===== src/rtl/core/glb_pkg.sv =====
// shared types, constants and kernel weights for the 5x5 gaussian blur
`timescale 1ns / 1ps
package glb_pkg;

  // default sizes handed to the top level
  localparam int DEF_MAX_WIDTH      = 1024;
  localparam int DEF_MAX_HEIGHT     = 4096;
  localparam int DEF_COEF_FRAC_BITS = 16;

  // fixed kernel scale of the base weight table
  localparam int BASE_FRAC = 16;

  // pixel and field widths
  localparam int CH_W      = 8;
  localparam int PIX_W     = 3 * CH_W;
  localparam int TAPS      = 5;
  localparam int LINES     = TAPS - 1;
  localparam int LINE_W    = LINES * PIX_W;
  localparam int ROW_OUT_W = 12;
  localparam int COL_OUT_W = 10;
  localparam int WCFG_W    = 11;
  localparam int HCFG_W    = 13;
  localparam int CFG_W     = 13;
  localparam int CFG_IDX_W = 1;

  // weight classes by distance from the center, sums of up to eight pixels
  localparam int NUM_CLS = 6;
  localparam int SUM_W   = CH_W + 3;

  // queue between front and back
  localparam int QUEUE_DEPTH = 8;
  localparam int QPTR_W      = $clog2(QUEUE_DEPTH);
  localparam int QCNT_W      = $clog2(QUEUE_DEPTH + 1);

  // configuration register indexes
  typedef enum logic [CFG_IDX_W-1:0] {
    CFG_IMAGE_WIDTH  = 1'b0,
    CFG_IMAGE_HEIGHT = 1'b1
  } cfg_idx_t;

  typedef logic [NUM_CLS-1:0][SUM_W-1:0] cls_sums_t;

  // one window reduced to class sums, plus the result position
  typedef struct packed {
    cls_sums_t              red;
    cls_sums_t              green;
    cls_sums_t              blue;
    logic [ROW_OUT_W-1:0]   center_row;
    logic [COL_OUT_W-1:0]   center_col;
    logic                   frame_done;
  } job_t;

  // queue status seen by both sides
  typedef struct packed {
    logic [QCNT_W-1:0] count;
    logic              full;
    logic              empty;
  } queue_stat_t;

  // base Q0.16 weight of each class
  function automatic logic [31:0] base_weight(input int k);
    logic [31:0] w;
    case (k)
      0:       w = 32'd10624;
      1:       w = 32'd6443;
      2:       w = 32'd1438;
      3:       w = 32'd3908;
      4:       w = 32'd872;
      5:       w = 32'd195;
      default: w = 32'd0;
    endcase
    return w;
  endfunction

  // class weight at the chosen fraction, rounded half up when narrower
  function automatic logic [63:0] class_weight(input int k, input int frac);
    logic [63:0] t;
    int sh;
    t = 64'(base_weight(k));
    if (frac >= BASE_FRAC) begin
      sh = frac - BASE_FRAC;
      return t << sh;
    end
    sh = BASE_FRAC - frac;
    return (t + (64'd1 << (sh - 1))) >> sh;
  endfunction

  // class of window tap (i, j): sorted distance pair
  function automatic int class_of(input int i, input int j);
    int ay;
    int ax;
    int lo;
    int hi;
    ay = (i >= 2) ? i - 2 : 2 - i;
    ax = (j >= 2) ? j - 2 : 2 - j;
    lo = (ay < ax) ? ay : ax;
    hi = (ay < ax) ? ax : ay;
    if (lo == 0) return hi;
    if (lo == 1) return 2 + hi;
    return 5;
  endfunction

endpackage


===== src/rtl/core/glb_if.sv =====


interface glb_out_if;
  logic        valid;
  logic        ready;
  logic [7:0]  red_out;
  logic [7:0]  green_out;
  logic [7:0]  blue_out;
  logic [11:0] center_row;
  logic [9:0]  center_col;
  logic        frame_done;

  modport source (output valid, red_out, green_out, blue_out, center_row, center_col,
                  frame_done, input ready);
  modport sink   (input valid, red_out, green_out, blue_out, center_row, center_col,
                  frame_done, output ready);
endinterface


===== src/rtl/core/glb_back.sv =====
// back end: weight multiply, accumulate, truncate, saturate and output register
`timescale 1ns / 1ps
module glb_back import glb_pkg::*; #(
  parameter int COEF_FRAC_BITS = DEF_COEF_FRAC_BITS
) (
  input  logic        clk,
  input  logic        rst_n,
  input  queue_stat_t qstat,
  input  job_t        head,
  output logic        pop,
  glb_out_if.source   out_res
);

  localparam int WGT_W  = (COEF_FRAC_BITS >= BASE_FRAC) ? COEF_FRAC_BITS : BASE_FRAC;
  localparam int PROD_W = WGT_W + SUM_W;
  localparam int ACC_W  = PROD_W + 3;

  typedef logic [NUM_CLS-1:0][PROD_W-1:0] prods_t;

  prods_t               pr_r, pg_r, pb_r;
  prods_t               pr_nxt, pg_nxt, pb_nxt;
  logic                 b1_v_r, out_v_r, adv1, adv2;
  logic [ROW_OUT_W-1:0] b1_row_r;
  logic [COL_OUT_W-1:0] b1_col_r;
  logic                 b1_done_r;
  logic [ACC_W-1:0]     acc_r, acc_g, acc_b;
  logic [CH_W-1:0]      sat_r, sat_g, sat_b;
  logic [CH_W-1:0]      red_r, green_r, blue_r;
  logic [ROW_OUT_W-1:0] row_r;
  logic [COL_OUT_W-1:0] col_r;
  logic                 done_r;

  assign adv2 = !out_v_r || out_res.ready;
  assign adv1 = !b1_v_r || adv2;
  assign pop  = !qstat.empty && adv1;

  // products with the fixed class weights
  always_comb begin
    for (int k = 0; k < NUM_CLS; k++) begin
      pr_nxt[k] = PROD_W'(head.red[k])   * PROD_W'(class_weight(k, COEF_FRAC_BITS));
      pg_nxt[k] = PROD_W'(head.green[k]) * PROD_W'(class_weight(k, COEF_FRAC_BITS));
      pb_nxt[k] = PROD_W'(head.blue[k])  * PROD_W'(class_weight(k, COEF_FRAC_BITS));
    end
  end

  // sum, drop the fraction, saturate
  always_comb begin
    acc_r = '0;
    acc_g = '0;
    acc_b = '0;
    for (int k = 0; k < NUM_CLS; k++) begin
      acc_r = acc_r + ACC_W'(pr_r[k]);
      acc_g = acc_g + ACC_W'(pg_r[k]);
      acc_b = acc_b + ACC_W'(pb_r[k]);
    end
    acc_r = acc_r >> COEF_FRAC_BITS;
    acc_g = acc_g >> COEF_FRAC_BITS;
    acc_b = acc_b >> COEF_FRAC_BITS;
    sat_r = (acc_r > ACC_W'(255)) ? CH_W'(255) : acc_r[CH_W-1:0];
    sat_g = (acc_g > ACC_W'(255)) ? CH_W'(255) : acc_g[CH_W-1:0];
    sat_b = (acc_b > ACC_W'(255)) ? CH_W'(255) : acc_b[CH_W-1:0];
  end

  // valid flags
  always_ff @(posedge clk) begin
    if (!rst_n) begin
      b1_v_r  <= 1'b0;
      out_v_r <= 1'b0;
    end else begin
      if (adv1) b1_v_r  <= pop;
      if (adv2) out_v_r <= b1_v_r;
    end
  end

  // payload stages
  always_ff @(posedge clk) begin
    if (adv1) begin
      pr_r      <= pr_nxt;
      pg_r      <= pg_nxt;
      pb_r      <= pb_nxt;
      b1_row_r  <= head.center_row;
      b1_col_r  <= head.center_col;
      b1_done_r <= head.frame_done;
    end
    if (adv2) begin
      red_r   <= sat_r;
      green_r <= sat_g;
      blue_r  <= sat_b;
      row_r   <= b1_row_r;
      col_r   <= b1_col_r;
      done_r  <= b1_done_r;
    end
  end

  assign out_res.valid      = out_v_r;
  assign out_res.red_out    = red_r;
  assign out_res.green_out  = green_r;
  assign out_res.blue_out   = blue_r;
  assign out_res.center_row = row_r;
  assign out_res.center_col = col_r;
  assign out_res.frame_done = done_r;

endmodule


===== src/flat_wrapper.sv =====
// flat-port wrapper written by rule: the top's interface ports become plain ports
module glb_back_flat import glb_pkg::*;
#(
  parameter int COEF_FRAC_BITS = DEF_COEF_FRAC_BITS
)
  (clk, rst_n, qstat, head, pop, out_res_valid, out_res_red_out, out_res_green_out, out_res_blue_out, out_res_center_row, out_res_center_col, out_res_frame_done, out_res_ready);
  glb_out_if out_res_i ();
  input  logic clk;
  input  logic rst_n;
  input  queue_stat_t qstat;
  input  job_t head;
  output logic pop;
  output wire logic [$bits(out_res_i.valid)-1:0] out_res_valid;
  output wire logic [$bits(out_res_i.red_out)-1:0] out_res_red_out;
  output wire logic [$bits(out_res_i.green_out)-1:0] out_res_green_out;
  output wire logic [$bits(out_res_i.blue_out)-1:0] out_res_blue_out;
  output wire logic [$bits(out_res_i.center_row)-1:0] out_res_center_row;
  output wire logic [$bits(out_res_i.center_col)-1:0] out_res_center_col;
  output wire logic [$bits(out_res_i.frame_done)-1:0] out_res_frame_done;
  input wire logic [$bits(out_res_i.ready)-1:0] out_res_ready;
  assign out_res_valid = out_res_i.valid;
  assign out_res_red_out = out_res_i.red_out;
  assign out_res_green_out = out_res_i.green_out;
  assign out_res_blue_out = out_res_i.blue_out;
  assign out_res_center_row = out_res_i.center_row;
  assign out_res_center_col = out_res_i.center_col;
  assign out_res_frame_done = out_res_i.frame_done;
  assign out_res_i.ready = out_res_ready;
  glb_back #(.COEF_FRAC_BITS(COEF_FRAC_BITS)) u_core (.clk(clk), .rst_n(rst_n), .qstat(qstat), .head(head), .pop(pop), .out_res(out_res_i));
endmodule

===== config.mk =====
export PLATFORM = sky130hd
export DESIGN_NAME = glb_back_flat
export DESIGN_NICKNAME = d
export VERILOG_FILES = /design/src/rtl/core/glb_pkg.sv /design/src/rtl/core/glb_if.sv /design/src/rtl/core/glb_back.sv /design/src/flat_wrapper.sv
export SDC_FILE = /design/constraint.sdc
export NUM_CORES = 2
export LEC_CHECK = 0
export BUFFER_PORTS_ARGS = -buffer_cell sky130_fd_sc_hd__buf_2
export CORE_MARGIN = 4
export CORE_UTILIZATION = 50
export CTS_BUF_LIST = sky130_fd_sc_hd__clkbuf_2 sky130_fd_sc_hd__clkbuf_4 sky130_fd_sc_hd__clkbuf_8
export DETAILED_ROUTE_END_ITERATION = 16
export PLACE_DENSITY = 0.67
export SYNTH_ARGS = -nofsm -noshare
export SYNTH_HDL_FRONTEND = slang
export SYNTH_SLANG_ARGS = --single-unit
export TNS_END_PERCENT = 100

===== constraint.sdc =====
create_clock -name clk -period 13.1 [get_ports clk]
set_clock_uncertainty 0.1 [all_clocks]
set_input_delay 1.965 -clock clk [delete_from_list [all_inputs] [get_ports clk]]
set_output_delay 1.965 -clock clk [all_outputs]
set_load 0.02 [all_outputs]

# After elaboration in Yosys (flattened, before gate mapping)
# Cells that the tools add are included.
# word_totals
inputBits,230
out_inout_bits,49
ff_bits,519
# op_classes
magnitude_cmp,3
n_reduce_logical,6
addsub,15
n_mul,18
# op_table
op,count
$add 30x27->30,12
$mul 11x10->21 const B,6
$mul 11x7->18 const B,6
$add 27x27->28,3
$mul 11x13->24 const B,3
$mul 11x8->19 const B,3
$gt 14x8->1 const B,3
$logic_not 1->1,3
$logic_or 1x1->1,2
$logic_and 1x1->1,1

# Longest topological paths before layout
# logic_depth
ltp_word,6
ltp_mapped,25

# Least setup slack after synthesis
# No wires, ideal clock.
# synth_timing
path_kind,in2reg
startpoint,input out_res_ready
endpoint,register u_core.b1_v_r
setup_time_ns,0.507
path_slack_ns,1.678
n_path_buf,0
cell_stages,3
arrival_ns,10.815
path_cell_list,nor2b_1 -> nand2_1 -> a21boi_0
# synth_between
elab_chain_cells,3
# synth_rtl
item,line,text
start: declaration,flat_wrapper.sv:20,input wire logic [$bits(out_res_i.ready)-1:0] out_res_ready;
$logic_or 1x1->1 *,glb_back.sv:33,assign adv2 = !out_v_r || out_res.ready;
$logic_or 1x1->1 *,glb_back.sv:34,assign adv1 = !b1_v_r || adv2;
$logic_and 1x1->1,glb_back.sv:35,assign pop = !qstat.empty && adv1;
end signal: assignment,glb_back.sv:70,if (adv1) b1_v_r <= pop;
end: declaration,glb_back.sv:22,"logic b1_v_r, out_v_r, adv1, adv2;"
# Mark *: on every way between the ends. The rest lies on a longest branch, timed or not.
# A chain may end at the register's enable or synchronous reset.

==> reports/results.txt <==
Yosys Warn Count = 0
TritonCTS Sinks = 435
Critical Path End Type = flop
Hold Path Origin = u_core.b1_col_r[3]
Synth Flop Type = edfxtp_1
fin util = 55.0%
Worst R2R Start = u_core.pr_r[7]
RSZ-0062 raised after global routing = false
Syn Std Cell Area = 55000 um^2
Critical Path Source Type = primary input
share of layout cells above drive strength 1 = 8.82%
post-layout min period = 6.42 ns
Fin Setup TNS = 0 ns
Final Hold Viols = 0
Simple-Gate Fraction of Synth Area = 6.24%
Yosys top cell by area = ha_1
drt drc = 0
Routed Antenna Nets = 0
Cells after Synth = 4935
# H-tree levels = 3
routed wire length = 113000 um
die area = 115000 um^2
crit path from = head[43]
Seq cells post-synth = 435
Synth Area in Compound Gates = 7.64%
RePlAce Congestion = 0.901
mux cell area share after synthesis = 0.0364%
CP required = 13.45 ns
Tot GR Track Use = 19.9%
Slew @ Worst Pin = 0.995 ns
maxcap violations = 0
period utilisation layout = 49.0%
initial drt markers = 1371
status = completed
I/O Buffers = 273
largest family of logic cells by synthesized area = adder cells
Hold Path Class = flop to flop
die width = 340 um
Worst-path clk slew = 0.06 ns
top-count cell post-synth = ha_1
average wire per standard cell = 16.6 um
Net Count, Synth = 6997
fin cells = 6800
initial antenna violation count = 37
Area Growth Syn to Fin = 9.11%
ranking of synthesized cells by area = ha_1 (28%), edfxtp_1 (24%), fa_1 (22%)
Avg Cell Area, Syn = 11.1 um^2
Reg area = 13000 um^2
vias in the first global route = 36100
largest net degree at the start of global routing = 82
TritonCTS clock tree = done
DPL Wire Length = 97400 um
deepest clock path buffer count = 3
critical path arrival = 6.78 ns
Vias/cell = 5.15
fmax = 156 MHz
Seq/Total Area, Yosys = 23.7%
drt first pass iters = 5
Die H = 340 um
final setup fails = 0
Slew HR = 33.6%
grt ovf = 0
global-route wire length before repair = 184000 um
Core Region = 109000 um^2
TritonCTS buffer count = 81
initial core utilization = 50.4%
Fill cells = 9484
Final Slew Violations = 0
post-synthesis async set-or-reset flop share = 0%
PostCTS Resize Cnt = 0
Finished Cell Area = 60000 um^2
Cells after DPL = 6626
I/O pins = 279
cell chosen for the clock root = clkbuf_8
WS Path Type = primary input to flop
Unique masters post-synth = 76
Post-Synth Adder-Cell Area = 49.9%
Post-CTS Hold Fix Bufs = 0
post-synthesis xor/xnor area fraction = 5.48%
vias = 35000
Post-CTS Setup Bufs = 0
top cell type's share of synthesized area = 28.0%
Post-DP Area = 58100 um^2
area occupied by multi-input gates = 38100 um^2
FP Rows = 121
Post-synth EDFFs = 433
insertion delay to the later sink of the worst-skew pair = 0.71 ns
worst-path fanout max = 7
Synth top cells by count = ha_1 (1232), inv_1 (1020), fa_1 (600)
nets = 7357
## final timing paths
path	endpoint	slack (ns)	cells past startpoint
max	u_core.pb_r[50]	6.68	20
min reg2reg	u_core.out_res.center_col[3]	0.32	0
max reg2reg	u_core.out_res.red_out[7]	6.79	22
min	u_core.out_res.center_col[3]	0.32	0
## kinds of logic after synthesis
kind of cell / count (synthesis)
DFF: 435
muxes: 2
buffers and inverters: 1022
xor gates and xnor gates: 344
AOI/OAI and AO/OA: 631
adders and majority gates: 1832
and+or+nand+nor: 669
## critical path, stage by stage
cell       delay [ns]
buf_2            0.18
inv_1            0.06
ha_1             0.27
inv_1            0.07
fa_1             0.48
inv_1            0.05
fa_1             0.48
inv_1            0.05
fa_1             0.50
fa_1             0.41
ha_1             0.34
a21o_1           0.18
a21oi_1          0.30
nor2_1           0.09
a221oi_1         0.32
a2111oi_0        0.23
o21ai_1          0.23
a21oi_1          0.12
o41ai_1          0.33
xnor2_1          0.12
## state kept, by name (all words and copies together), names as in the netlist
signal                     cells
u_core.b1_v_r                  1
u_core.pb_r                  121
u_core.pr_r                  121
u_core.out_res.green_out       8
u_core.out_res.frame_done      1
u_core.b1_row_r               12
u_core.b1_done_r               1
u_core.out_res.center_row     12
u_core.out_res.valid           1
u_core.out_res.red_out         8
u_core.pg_r                  121
u_core.out_res.blue_out        8
u_core.b1_col_r               10
u_core.out_res.center_col     10
## stage by stage
step                hold WS [ns]  setup WS (ns)
finish                     0.316           6.68
global route               0.321           6.37
floorplan                  0.300           1.68
detailed placement         0.305           5.97
global placement           0.301           6.01
CTS                        0.315           6.74
## layout make-up
| type | instances | share of cell area, % |
|---|---|---|
| diodes | 23 | 0.0960 |
| clock buffers | 104 | 2.20 |
| clock inverters | 47 | 0.747 |
| inverters | 1020 | 6.38 |
| multi-input cells | 3478 | 63.5 |
| flip-flops and latches | 435 | 21.7 |
| well taps | 1414 | 2.95 |
| repair buffers | 279 | 2.35 |
## layer usage
metal  up-vias  wire length, um  global-route usage [%]
li1      17500                -                       -
met3       129             6440                    3.54
met4        20             2160                    4.53
met5         -              137                       0
met2       484            52800                    33.5
met1     16800            51300                    27.0
## cell usage in the layout (no fill, tap or decap), types with 104 or more instances in the layout
cell type	instances
a21oi_1	211
buf_2	273
edfxtp_1	433
fa_1	600
ha_1	1232
inv_1	1019
nand2_1	106
nor2_1	149
xnor2_1	240
xor2_1	104
Power is left out: the tool's default activity adds up to more than one toggle a clock period on the data nets, which glitch-free logic cannot reach.
