[src/rtl/core/glb_pkg.sv]
// shared types, constants and kernel weights for the 5x5 gaussian blur
`timescale 1ns / 1ps
package glb_pkg;

  // default sizes handed to the top level
  localparam int DEF_MAX_WIDTH      = 1024;
  localparam int DEF_MAX_HEIGHT     = 4096;
  localparam int DEF_COEF_FRAC_BITS = 16;

  // fixed kernel scale of the base weight table
  localparam int BASE_FRAC = 16;

  // pixel and field widths
  localparam int CH_W      = 8;
  localparam int PIX_W     = 3 * CH_W;
  localparam int TAPS      = 5;
  localparam int LINES     = TAPS - 1;
  localparam int LINE_W    = LINES * PIX_W;
  localparam int ROW_OUT_W = 12;
  localparam int COL_OUT_W = 10;
  localparam int WCFG_W    = 11;
  localparam int HCFG_W    = 13;
  localparam int CFG_W     = 13;
  localparam int CFG_IDX_W = 1;

  // weight classes by distance from the center, sums of up to eight pixels
  localparam int NUM_CLS = 6;
  localparam int SUM_W   = CH_W + 3;

  // queue between front and back
  localparam int QUEUE_DEPTH = 8;
  localparam int QPTR_W      = $clog2(QUEUE_DEPTH);
  localparam int QCNT_W      = $clog2(QUEUE_DEPTH + 1);

  // configuration register indexes
  typedef enum logic [CFG_IDX_W-1:0] {
    CFG_IMAGE_WIDTH  = 1'b0,
    CFG_IMAGE_HEIGHT = 1'b1
  } cfg_idx_t;

  typedef logic [NUM_CLS-1:0][SUM_W-1:0] cls_sums_t;

  // one window reduced to class sums, plus the result position
  typedef struct packed {
    cls_sums_t              red;
    cls_sums_t              green;
    cls_sums_t              blue;
    logic [ROW_OUT_W-1:0]   center_row;
    logic [COL_OUT_W-1:0]   center_col;
    logic                   frame_done;
  } job_t;

  // queue status seen by both sides
  typedef struct packed {
    logic [QCNT_W-1:0] count;
    logic              full;
    logic              empty;
  } queue_stat_t;

  // base Q0.16 weight of each class
  function automatic logic [31:0] base_weight(input int k);
    logic [31:0] w;
    case (k)
      0:       w = 32'd10624;
      1:       w = 32'd6443;
      2:       w = 32'd1438;
      3:       w = 32'd3908;
      4:       w = 32'd872;
      5:       w = 32'd195;
      default: w = 32'd0;
    endcase
    return w;
  endfunction

  // class weight at the chosen fraction, rounded half up when narrower
  function automatic logic [63:0] class_weight(input int k, input int frac);
    logic [63:0] t;
    int sh;
    t = 64'(base_weight(k));
    if (frac >= BASE_FRAC) begin
      sh = frac - BASE_FRAC;
      return t << sh;
    end
    sh = BASE_FRAC - frac;
    return (t + (64'd1 << (sh - 1))) >> sh;
  endfunction

  // class of window tap (i, j): sorted distance pair
  function automatic int class_of(input int i, input int j);
    int ay;
    int ax;
    int lo;
    int hi;
    ay = (i >= 2) ? i - 2 : 2 - i;
    ax = (j >= 2) ? j - 2 : 2 - j;
    lo = (ay < ax) ? ay : ax;
    hi = (ay < ax) ? ax : ay;
    if (lo == 0) return hi;
    if (lo == 1) return 2 + hi;
    return 5;
  endfunction

endpackage

[src/rtl/core/glb_fifo.sv]
// short queue of reduced windows between front and back
`timescale 1ns / 1ps
module glb_fifo import glb_pkg::*; (
  input  logic        clk,
  input  logic        rst_n,
  input  logic        push,
  input  job_t        push_job,
  input  logic        pop,
  output job_t        pop_job,
  output queue_stat_t stat
);

  job_t              mem_r [QUEUE_DEPTH];
  logic [QPTR_W-1:0] wr_r, rd_r;
  logic [QCNT_W-1:0] cnt_r;

  assign pop_job    = mem_r[rd_r];
  assign stat.count = cnt_r;
  assign stat.full  = (cnt_r == QCNT_W'(QUEUE_DEPTH));
  assign stat.empty = (cnt_r == '0);

  // storage
  always_ff @(posedge clk) begin
    if (push) mem_r[wr_r] <= push_job;
  end

  // pointers and fill count
  always_ff @(posedge clk) begin
    if (!rst_n) begin
      wr_r  <= '0;
      rd_r  <= '0;
      cnt_r <= '0;
    end else begin
      if (push) wr_r <= (wr_r == QPTR_W'(QUEUE_DEPTH - 1)) ? '0 : wr_r + 1'b1;
      if (pop)  rd_r <= (rd_r == QPTR_W'(QUEUE_DEPTH - 1)) ? '0 : rd_r + 1'b1;
      case ({push, pop})
        2'b10:   cnt_r <= cnt_r + 1'b1;
        2'b01:   cnt_r <= cnt_r - 1'b1;
        default: cnt_r <= cnt_r;
      endcase
    end
  end

endmodule

[config.mk]
export PLATFORM = sky130hd
export DESIGN_NAME = glb_fifo
export DESIGN_NICKNAME = d
export VERILOG_FILES = /design/src/rtl/core/glb_pkg.sv /design/src/rtl/core/glb_fifo.sv
export SDC_FILE = /design/constraint.sdc
export NUM_CORES = 1
export LEC_CHECK = 0
export ABC_AREA = 1
export BUFFER_PORTS_ARGS = -buffer_cell sky130_fd_sc_hd__clkbuf_2
export CAP_MARGIN = 0
export CELL_PAD_IN_SITES_DETAIL_PLACEMENT = 1
export CELL_PAD_IN_SITES_GLOBAL_PLACEMENT = 1
export CORE_ASPECT_RATIO = 1.2
export CORE_MARGIN = 5
export CORE_UTILIZATION = 39
export CTS_BUF_LIST = sky130_fd_sc_hd__clkbuf_2
export DETAILED_ROUTE_END_ITERATION = 12
export PLACE_DENSITY_LB_ADDON = 0.1
export SLEW_MARGIN = 40
export SYNTH_ARGS = -nofsm -noshare
export SYNTH_HDL_FRONTEND = slang
export SYNTH_SLANG_ARGS = --single-unit
[constraint.sdc]
create_clock -name clk -period 12.5 [get_ports clk]
set_input_delay 1.25 -clock clk [delete_from_list [all_inputs] [get_ports clk]]
set_output_delay 1.25 -clock clk [all_outputs]
set_load 0.05 [all_outputs]
# Word level (Yosys, flattened, before mapping)
# Memories as Yosys holds them, arrays and structs flattened. A register that Yosys moved wholly into a read port is not among the register bits.
# Index checks and enable logic that the tools add are counted.
op_classes:
  add_sub_neg: 4
  eq_ne: 5
  mux: 7
  n_reduce_logical: 2
op_table:
  columns: ["operator", "count"]
  rows:
  - ["2-to-1 mux 3 bit", 4]
  - ["case mux 4 bit (2 select lines)", 1]
  - ["adder 3 x 1 -> 3 bit (second input constant)", 2]
  - ["== test 3 bit (second input constant)", 2]
  - ["adder 4 x 1 -> 4 bit (second input constant)", 1]
  - ["== test 4 bit (second input constant)", 1]
  - ["zero test 4 bit", 1]
  - ["subtractor 4 x 1 -> 4 bit (second input constant)", 1]
  - ["== test 2 x 1 -> 1 bit (second input constant)", 1]
  - ["== test 2 bit (second input constant)", 1]
  - ["2-to-1 mux 1 bit", 2]
  - ["nonzero test 2 bit", 1]
totals:
  register_bits: 10
  ram_bits: 1768
  inputBits: 225
  out_inout_bits: 227
  elab_cells: 22
  memories: 1
memory_table:
  columns: ["memory", "words", "width", "read_ports", "rd_clocked_by_memory_dff", "write_ports", "line_no", "text"]
  rows:
  - ["mem_r", 8, 221, 1, 1, 1, "glb_fifo.sv:13", "job_t mem_r [QUEUE_DEPTH];"]

# Longest topological paths before layout
# Gate-level depths: netlist of run 1.
depth:
  depth_word: 4
  depth_mapped: 11
  depth_no_buf: 11

# Least setup slack after synthesis of run 1
# Ideal clock, no wire load.
synth_timing:
  path_kind: "input to register"
  start: "input push"
  end: "memory mem_r[0][0] (netlist name) (enable)"
  setup_time_ns: 0.806
  t_arrival_ns: 10.824
  required_ns: 11.694
  setup_slack_ns: 0.870
  path_stages: 3
  n_path_buf: 0
  cell_sequence: "inv_1 > or2_2 > nor2_1"
synth_between:
  elab_chain_len: 2
synth_rtl:
  columns: ["item", "line_no", "text"]
  rows:
  - ["start: declaration", "glb_fifo.sv:6", "input logic push,"]
  - ["2-to-1 mux 1 bit", "glb_fifo.sv:24", "if (push) mem_r[wr_r] <= push_job;"]
  - ["2-to-1 mux 1 bit (not written as such)", "glb_fifo.sv:24", null]
  - ["end: declaration", "glb_fifo.sv:13", null]
# Every way passes these cells.

==> results of run 1 <==
cell families (layout without fill, tap and decap cells):
logic type,after synthesis,count (layout)
AO/OA/AOI/OAI,1123,1123
XOR/XNOR,2,2
adder cells (fa/ha/maj),7,7
buffers and inverters,336,1664
flip-flops,1781,1781
multiplexers,221,221
other,0,28
AND/OR/NAND/NOR,1582,1582
registers in the layout, summed over array words and instances (netlist names), named ones only:
signal  flops
cnt_r       4
mem_r    1768
rd_r        3
wr_r        3
power breakdown:
part | internal (mW) | switching [mW]
clock | 1.42 | 2.27
combinational | 0.425 | 1.25
sequential | 6.72 | 0.0403
worst min path at each step:
stage                                to  slack (ps)  cells after the start
after floorplan                register         460                      1
after global placement         register         470                      2
after detailed placement       register         480                      2
after CTS                   mem_r[0][9]         0.9                      2
after global routing      mem_r[7][133]          50                      2
final                       mem_r[3][1]         360                      2
Yosys cell counts (all sizes together):
cell type / n / area share, %
edfxtp: 1768 / 77
nand3: 4 / 0.029
xnor2: 2 / 0.025
o22ai: 221 / 2.0
a211oi: 1 / 0.011
nor2: 897 / 4.9
clkbuf: 211 / 1.1
or2: 1 / 0.0091
o21ai: 891 / 6.5
a21oi: 10 / 0.072
buf: 107 / 1.0
clkinv: 1 / 0.0054
ha: 7 / 0.13
mux2i: 221 / 3.2
inv: 17 / 0.092
nor3: 3 / 0.022
nand2: 677 / 3.7
dfxtp: 13 / 0.38
cell type report:
type / count / area [um^2]
inverters: 18 / 87.6
well taps: 2308 / 2890
clock buffers: 660 / 3300
fillers: 18300 / 95000
flip-flops and latches: 1781 / 53400
multi-input cells: 2935 / 14200
repair buffers: 913 / 7250
clock inverters: 73 / 347
diodes: 28 / 70.1
routing by layer:
metal	up-vias	track usage [%]	part of all wire [%]
li1	20800	-	-
met1	22700	27.4	45
met2	1095	32.8	47
met5	-	0	0.088
met4	26	5.53	1.8
met3	312	6.15	6.6
cells in the final DEF, fill, tap and decap left out, types with 10 or more instances in the layout:
| master | synthesis | layout |
|---|---|---|
| o22ai_1 | 221 | 221 |
| dlygate4sd3_1 | 0 | 384 |
| o21ai_1 | 112 | 112 |
| a21oi_1 | 10 | 10 |
| buf_4 | 8 | 22 |
| nor2_1 | 897 | 889 |
| buf_6 | 9 | 25 |
| diode_2 | 0 | 28 |
| buf_12 | 0 | 17 |
| edfxtp_1 | 1768 | 1768 |
| nand2_1 | 677 | 677 |
| dfxtp_1 | 13 | 10 |
| o21ai_0 | 779 | 779 |
| inv_1 | 16 | 16 |
| clkinv_1 | 1 | 54 |
| mux2i_1 | 221 | 221 |
| clkinv_2 | 0 | 12 |
| clkbuf_2 | 0 | 1111 |
| buf_16 | 0 | 12 |
==> impl_metrics.env, run 1 <==
export IMPL_run_status="complete, no violations"
export IMPL_period_minus_slack_ps=6890
export IMPL_slew_violations=0
export IMPL_critPathTopFamily="buffers and inverters"
export IMPL_post_dp_hpwl_mm=98.8
export IMPL_worstPathRequired_ps=11250
export IMPL_grt_pass1_vias=47800
export IMPL_pwr_density_cell_nw_per_um2=149
export IMPL_critical_path_startpoint_type="register"
export IMPL_clock_sinks=1781
export IMPL_cellLeakagePower_nw=29.1
export IMPL_synth_mux_area_share_pct=3.20
export IMPL_dp_slack_ps=7170
export IMPL_synth_distinct_cells=24
export IMPL_cts_root_buf="clkbuf_2"
export IMPL_syn_area_um2=69100
export IMPL_syn_to_final_growth_pct=18.0
export IMPL_tightest_slew_ps=1160
export IMPL_clock_skew_ps=103
export IMPL_cts_buffer_depth=4
export IMPL_vias=45000
export IMPL_synth_nets=5284
export IMPL_setup_violations=0
export IMPL_final_nets=6342
export IMPL_crit_path_top_delay_cell="dfxtp_4"
export IMPL_numCtsBuffers=461
export IMPL_grt_pass1_wl_mm=293
export IMPL_rsz0062_at_grt="no"
export IMPL_fp_coreArea_um2=177000
export IMPL_crit_end="pop_job[184]"
export IMPL_avgViaCountPerCell=5.16
export IMPL_post_dp_cell_area_um2=73800
export IMPL_cts_resized=0
export IMPL_r2r_end="mem_r[3][44]"
export IMPL_vdd_drop_max_mv=0.0918
export IMPL_utilization_pct=46.2
export IMPL_portBuffers=451
export IMPL_cpPeakStageDelay_ps=690
export IMPL_row_count=169
export IMPL_r2r_start="wr_r[0]"
export IMPL_drive_gt1_share_pct=19.2
export IMPL_dieArea_um2=186000
export IMPL_initialDrtViolationCount=2251
export IMPL_reg2reg_slack_ps=9080
export IMPL_synth_fa_ha_area_share_pct=0.127
export IMPL_grt_max_degree=180
export IMPL_end_kind="output pin"
export IMPL_crit_type="reg -> out"
export IMPL_path_clk_slew_ps=100
export IMPL_cts_htree_levels=5
export IMPL_path_cells="buf_4 -> buf_6 -> buf_12 -> buf_16 -> nor2_1 -> nor2_1 -> o21ai_0 -> o21ai_0 -> nand2_1 -> nand2_1 -> clkbuf_2"
export IMPL_crit_fanout=111
export IMPL_drc=0
export IMPL_globalplace_congestion=0.726
export IMPL_fp_dieW_um=394
export IMPL_synth_seq_cells=1781
export IMPL_fin_crit_sh_pct=55.1
export IMPL_maxCapViolations=0
export IMPL_ant_nets=0
export IMPL_grt_overflow=0
export IMPL_min_from="push_job[1]"
export IMPL_fin_hold_ws_ps=365
export IMPL_grtUsageTotal_pct=20.5
export IMPL_synth_simple_area_share_pct=8.61
export IMPL_fin_area_um2=81500
export IMPL_post_cts_buffers=0
export IMPL_insertion_delay_ps=1800
export IMPL_cts_tree="built"
export IMPL_yosysSeqAreaShare_pct=77.2
export IMPL_synth_top_family_by_area="simple AND/OR/NAND/NOR gates"
export IMPL_arrival_ps=5640
export IMPL_yosysWarnings=0
export IMPL_path_buf_inv=5
export IMPL_die_h_um=471
export IMPL_ios=452
export IMPL_fmax_mhz=145
export IMPL_cp_num_cells=11
export IMPL_finalHoldViolations=0
export IMPL_setup_tns_ps=0
export IMPL_stdcell_count=8716
export IMPL_syn_area_per_cell_um2=13.7
export IMPL_synth_xor_area_share_pct=0.0254
export IMPL_dp_cells=7565
export IMPL_wl_mm=194
export IMPL_firstDrtPassIters=5
export IMPL_power_total_mw=12.1
export IMPL_wl_per_cell_um=22.2
export IMPL_min_path_type="in -> reg"
export IMPL_postCtsHoldBufs=384
export IMPL_antenna_found_initial=37
export IMPL_synthCells=5052
export IMPL_synth_compound_area_share_pct=8.54
export IMPL_r2r_cells=6
export IMPL_start_util_pct=39.1
export IMPL_max_slew_margin_pct=23.0
export IMPL_fin_ws_ps=5610
Power figures use the tool's default switching activity.
==> run 2, diff against run 1 <==
- ABC_AREA: 1 -> 0
- clock period: 12.5 -> 5.6 ns (I/O delays scaled with it)
==> impl_metrics.env, run 2 <==
export IMPL_start_util_pct=39.1
export IMPL_arrival_ps=4340
export IMPL_initialDrtViolationCount=1718
export IMPL_fin_area_um2=82600
export IMPL_fp_coreArea_um2=172000
export IMPL_dieArea_um2=181000
export IMPL_cts_tree="built"
export IMPL_row_count=167
export IMPL_numCtsBuffers=443
export IMPL_reg_top3="mem_r: 1768 flops, cnt_r: 4 flops"
export IMPL_dp_cells=5288
export IMPL_max_slew_margin_pct=25.4
export IMPL_insertion_delay_ps=1790
export IMPL_tightest_slew_ps=1120
export IMPL_final_nets=4321
export IMPL_drc=0
export IMPL_vias=33600
export IMPL_setup_violations=0
export IMPL_synth_nets=2860
export IMPL_finalHoldViolations=0
export IMPL_ios=452
export IMPL_wl_mm=166
export IMPL_yosys_top_cells_count="edfxtp_1 (1768), mux4_2 (442), mux2_2 (192), buf_2 (38), clkbuf_1 (33)"
export IMPL_yosys_area_top_type_share_pct=78.8
export IMPL_synthMostInstantiatedCell="edfxtp_1"
export IMPL_final_common_cell="edfxtp_1"
export IMPL_crit_fanout=32
export IMPL_antenna_found_initial=24
export IMPL_worstPathRequired_ps=5040
export IMPL_async_reset_ff_share_pct=0
export IMPL_largest_reg_flops=1768
export IMPL_grt_pass1_wl_mm=246
export IMPL_dp_slack_ps=2250
export IMPL_grtUsageTotal_pct=18.4
export IMPL_fp_dieW_um=389
export IMPL_stdcell_count=6728
export IMPL_yosysSeqAreaShare_pct=79.2
export IMPL_cts_htree_levels=5
export IMPL_syn_to_final_growth_pct=22.7
export IMPL_synth_enable_flop_cells=1768
export IMPL_r2r_cells=4
export IMPL_synth_distinct_cells=33
export IMPL_globalplace_congestion=0.697
export IMPL_firstDrtPassIters=5
export IMPL_fmax_mhz=204
export IMPL_cellLeakagePower_nw=27.5
export IMPL_cts_root_buf="clkbuf_2"
export IMPL_regMostFlops="mem_r"
export IMPL_run_status="complete, no violations"
export IMPL_wl_per_cell_um=24.7
export IMPL_grt_use_met3_pct=6.05
export IMPL_grt_use_met1_pct=23.8
export IMPL_grt_max_degree=91
export IMPL_syn_area_um2=67400
export IMPL_fin_crit_sh_pct=87.6
export IMPL_portBuffers=451
export IMPL_final_cell_mix="edfxtp_1 (1768), clkbuf_2 (1060), dlygate4sd3_1 (636)"
export IMPL_drive_gt1_share_pct=41.5
export IMPL_cts_buffer_depth=4
export IMPL_yosysTopAreaCell="edfxtp_1"
export IMPL_die_h_um=465
export IMPL_avgViaCountPerCell=5.00
export IMPL_grt_busiest_layer="met2"
export IMPL_n_fill_cell=15900
export IMPL_clock_sinks=1781
export IMPL_period_minus_slack_ps=4900
export IMPL_vdd_drop_max_mv=0.179
export IMPL_grt_overflow=0
export IMPL_rsz0062_at_grt="no"
export IMPL_power_total_mw=26.2
export IMPL_end_kind="output pin"
export IMPL_post_dp_hpwl_mm=86.7
export IMPL_grt_pass1_vias=38200
export IMPL_min_path_type="in -> reg"
export IMPL_pwr_density_cell_nw_per_um2=317
export IMPL_path_clk_slew_ps=90
export IMPL_clock_skew_ps=170
export IMPL_maxCapViolations=0
export IMPL_yosys_top_cells_area="edfxtp_1 (79%), mux4_2 (15%), mux2_2 (3.2%)"
export IMPL_post_dp_cell_area_um2=72400
export IMPL_fin_ws_ps=697
export IMPL_hold_depth=3
export IMPL_crit_type="reg -> out"
export IMPL_synthCells=2628
export IMPL_synth_flop_cell="edfxtp_1"
export IMPL_grt_met2_usage_pct=30.2
export IMPL_synth_seq_cells=1781
export IMPL_setup_tns_ps=0
export IMPL_critical_path_startpoint_type="register"
export IMPL_slew_violations=0
export IMPL_yosysWarnings=0
export IMPL_syn_area_per_cell_um2=25.6
export IMPL_ant_nets=0
## run 2: cell families after synthesis
group	count (synthesis)	synth area share, %
flip-flops	1781	79.2
XOR/XNOR	3	0.0390
buffers and inverters	128	1.55
adder cells (fa/ha/maj)	7	0.130
AO/OA/AOI/OAI	8	0.0799
multiplexers	669	18.7
AND/OR/NAND/NOR	32	0.256
## run 2: path summary, 6_finish.rpt
kind | startpoint | end | slack [ps]
min | push_job[91] | mem_r[2][91] | 390
max | register | pop_job[67] | 700
min reg2reg | rd_r[2] | register | 590
max reg2reg | wr_r[1] | mem_r[2][152] | 2970
## run 2: cell type report
class / instances / area [um^2] / share of cell area (%)
flip-flops and latches: 1781 / 53400 / 64.6
well taps: 2281 / 2850 / 3.45
clock inverters: 171 / 800 / 0.967
inverters: 2 / 7.51 / 0.00908
repair buffers: 1142 / 9480 / 11.5
diodes: 23 / 57.6 / 0.0696
clock buffers: 609 / 3050 / 3.69
multi-input cells: 719 / 13000 / 15.8
## run 2: where the power goes
part	switching [mW]	leakage, nW	internal (mW)
registers	0.0810	16.2	14.9
logic	1.84	8.40	1.17
clock network	5.08	2.93	3.14
## run 2: through the flow
stage	hold WS [ps]	utilization (%)
after floorplan	513	-
after global placement	482	41.9
after detailed placement	520	42.0
after CTS	1.59	48.0
after global routing	53.1	48.0
final	392	48.0
## run 2: layer usage
layer  vias to the layer above  wire, um
met3                       228     12200
met5                         -       122
li1                      14600         -
met1                     17800     70100
met2                       956     81200
met4                        18      2650
## run 2: repair_timing
item / in CTS / in global routing
endpoints found under the setup margin: 0 / 0
endpoints found under the hold margin: 3516 / 0
hold buffers: 636 / 0
resized for setup: 0 / 0
setup buffers: 0 / 0
## run 2: critical path, stage by stage, from the launching register on
cell and delay, ps:
dfxtp_4 630, buf_12 280, buf_4 600, mux4_2 590
mux2_2 280, clkbuf_2 280
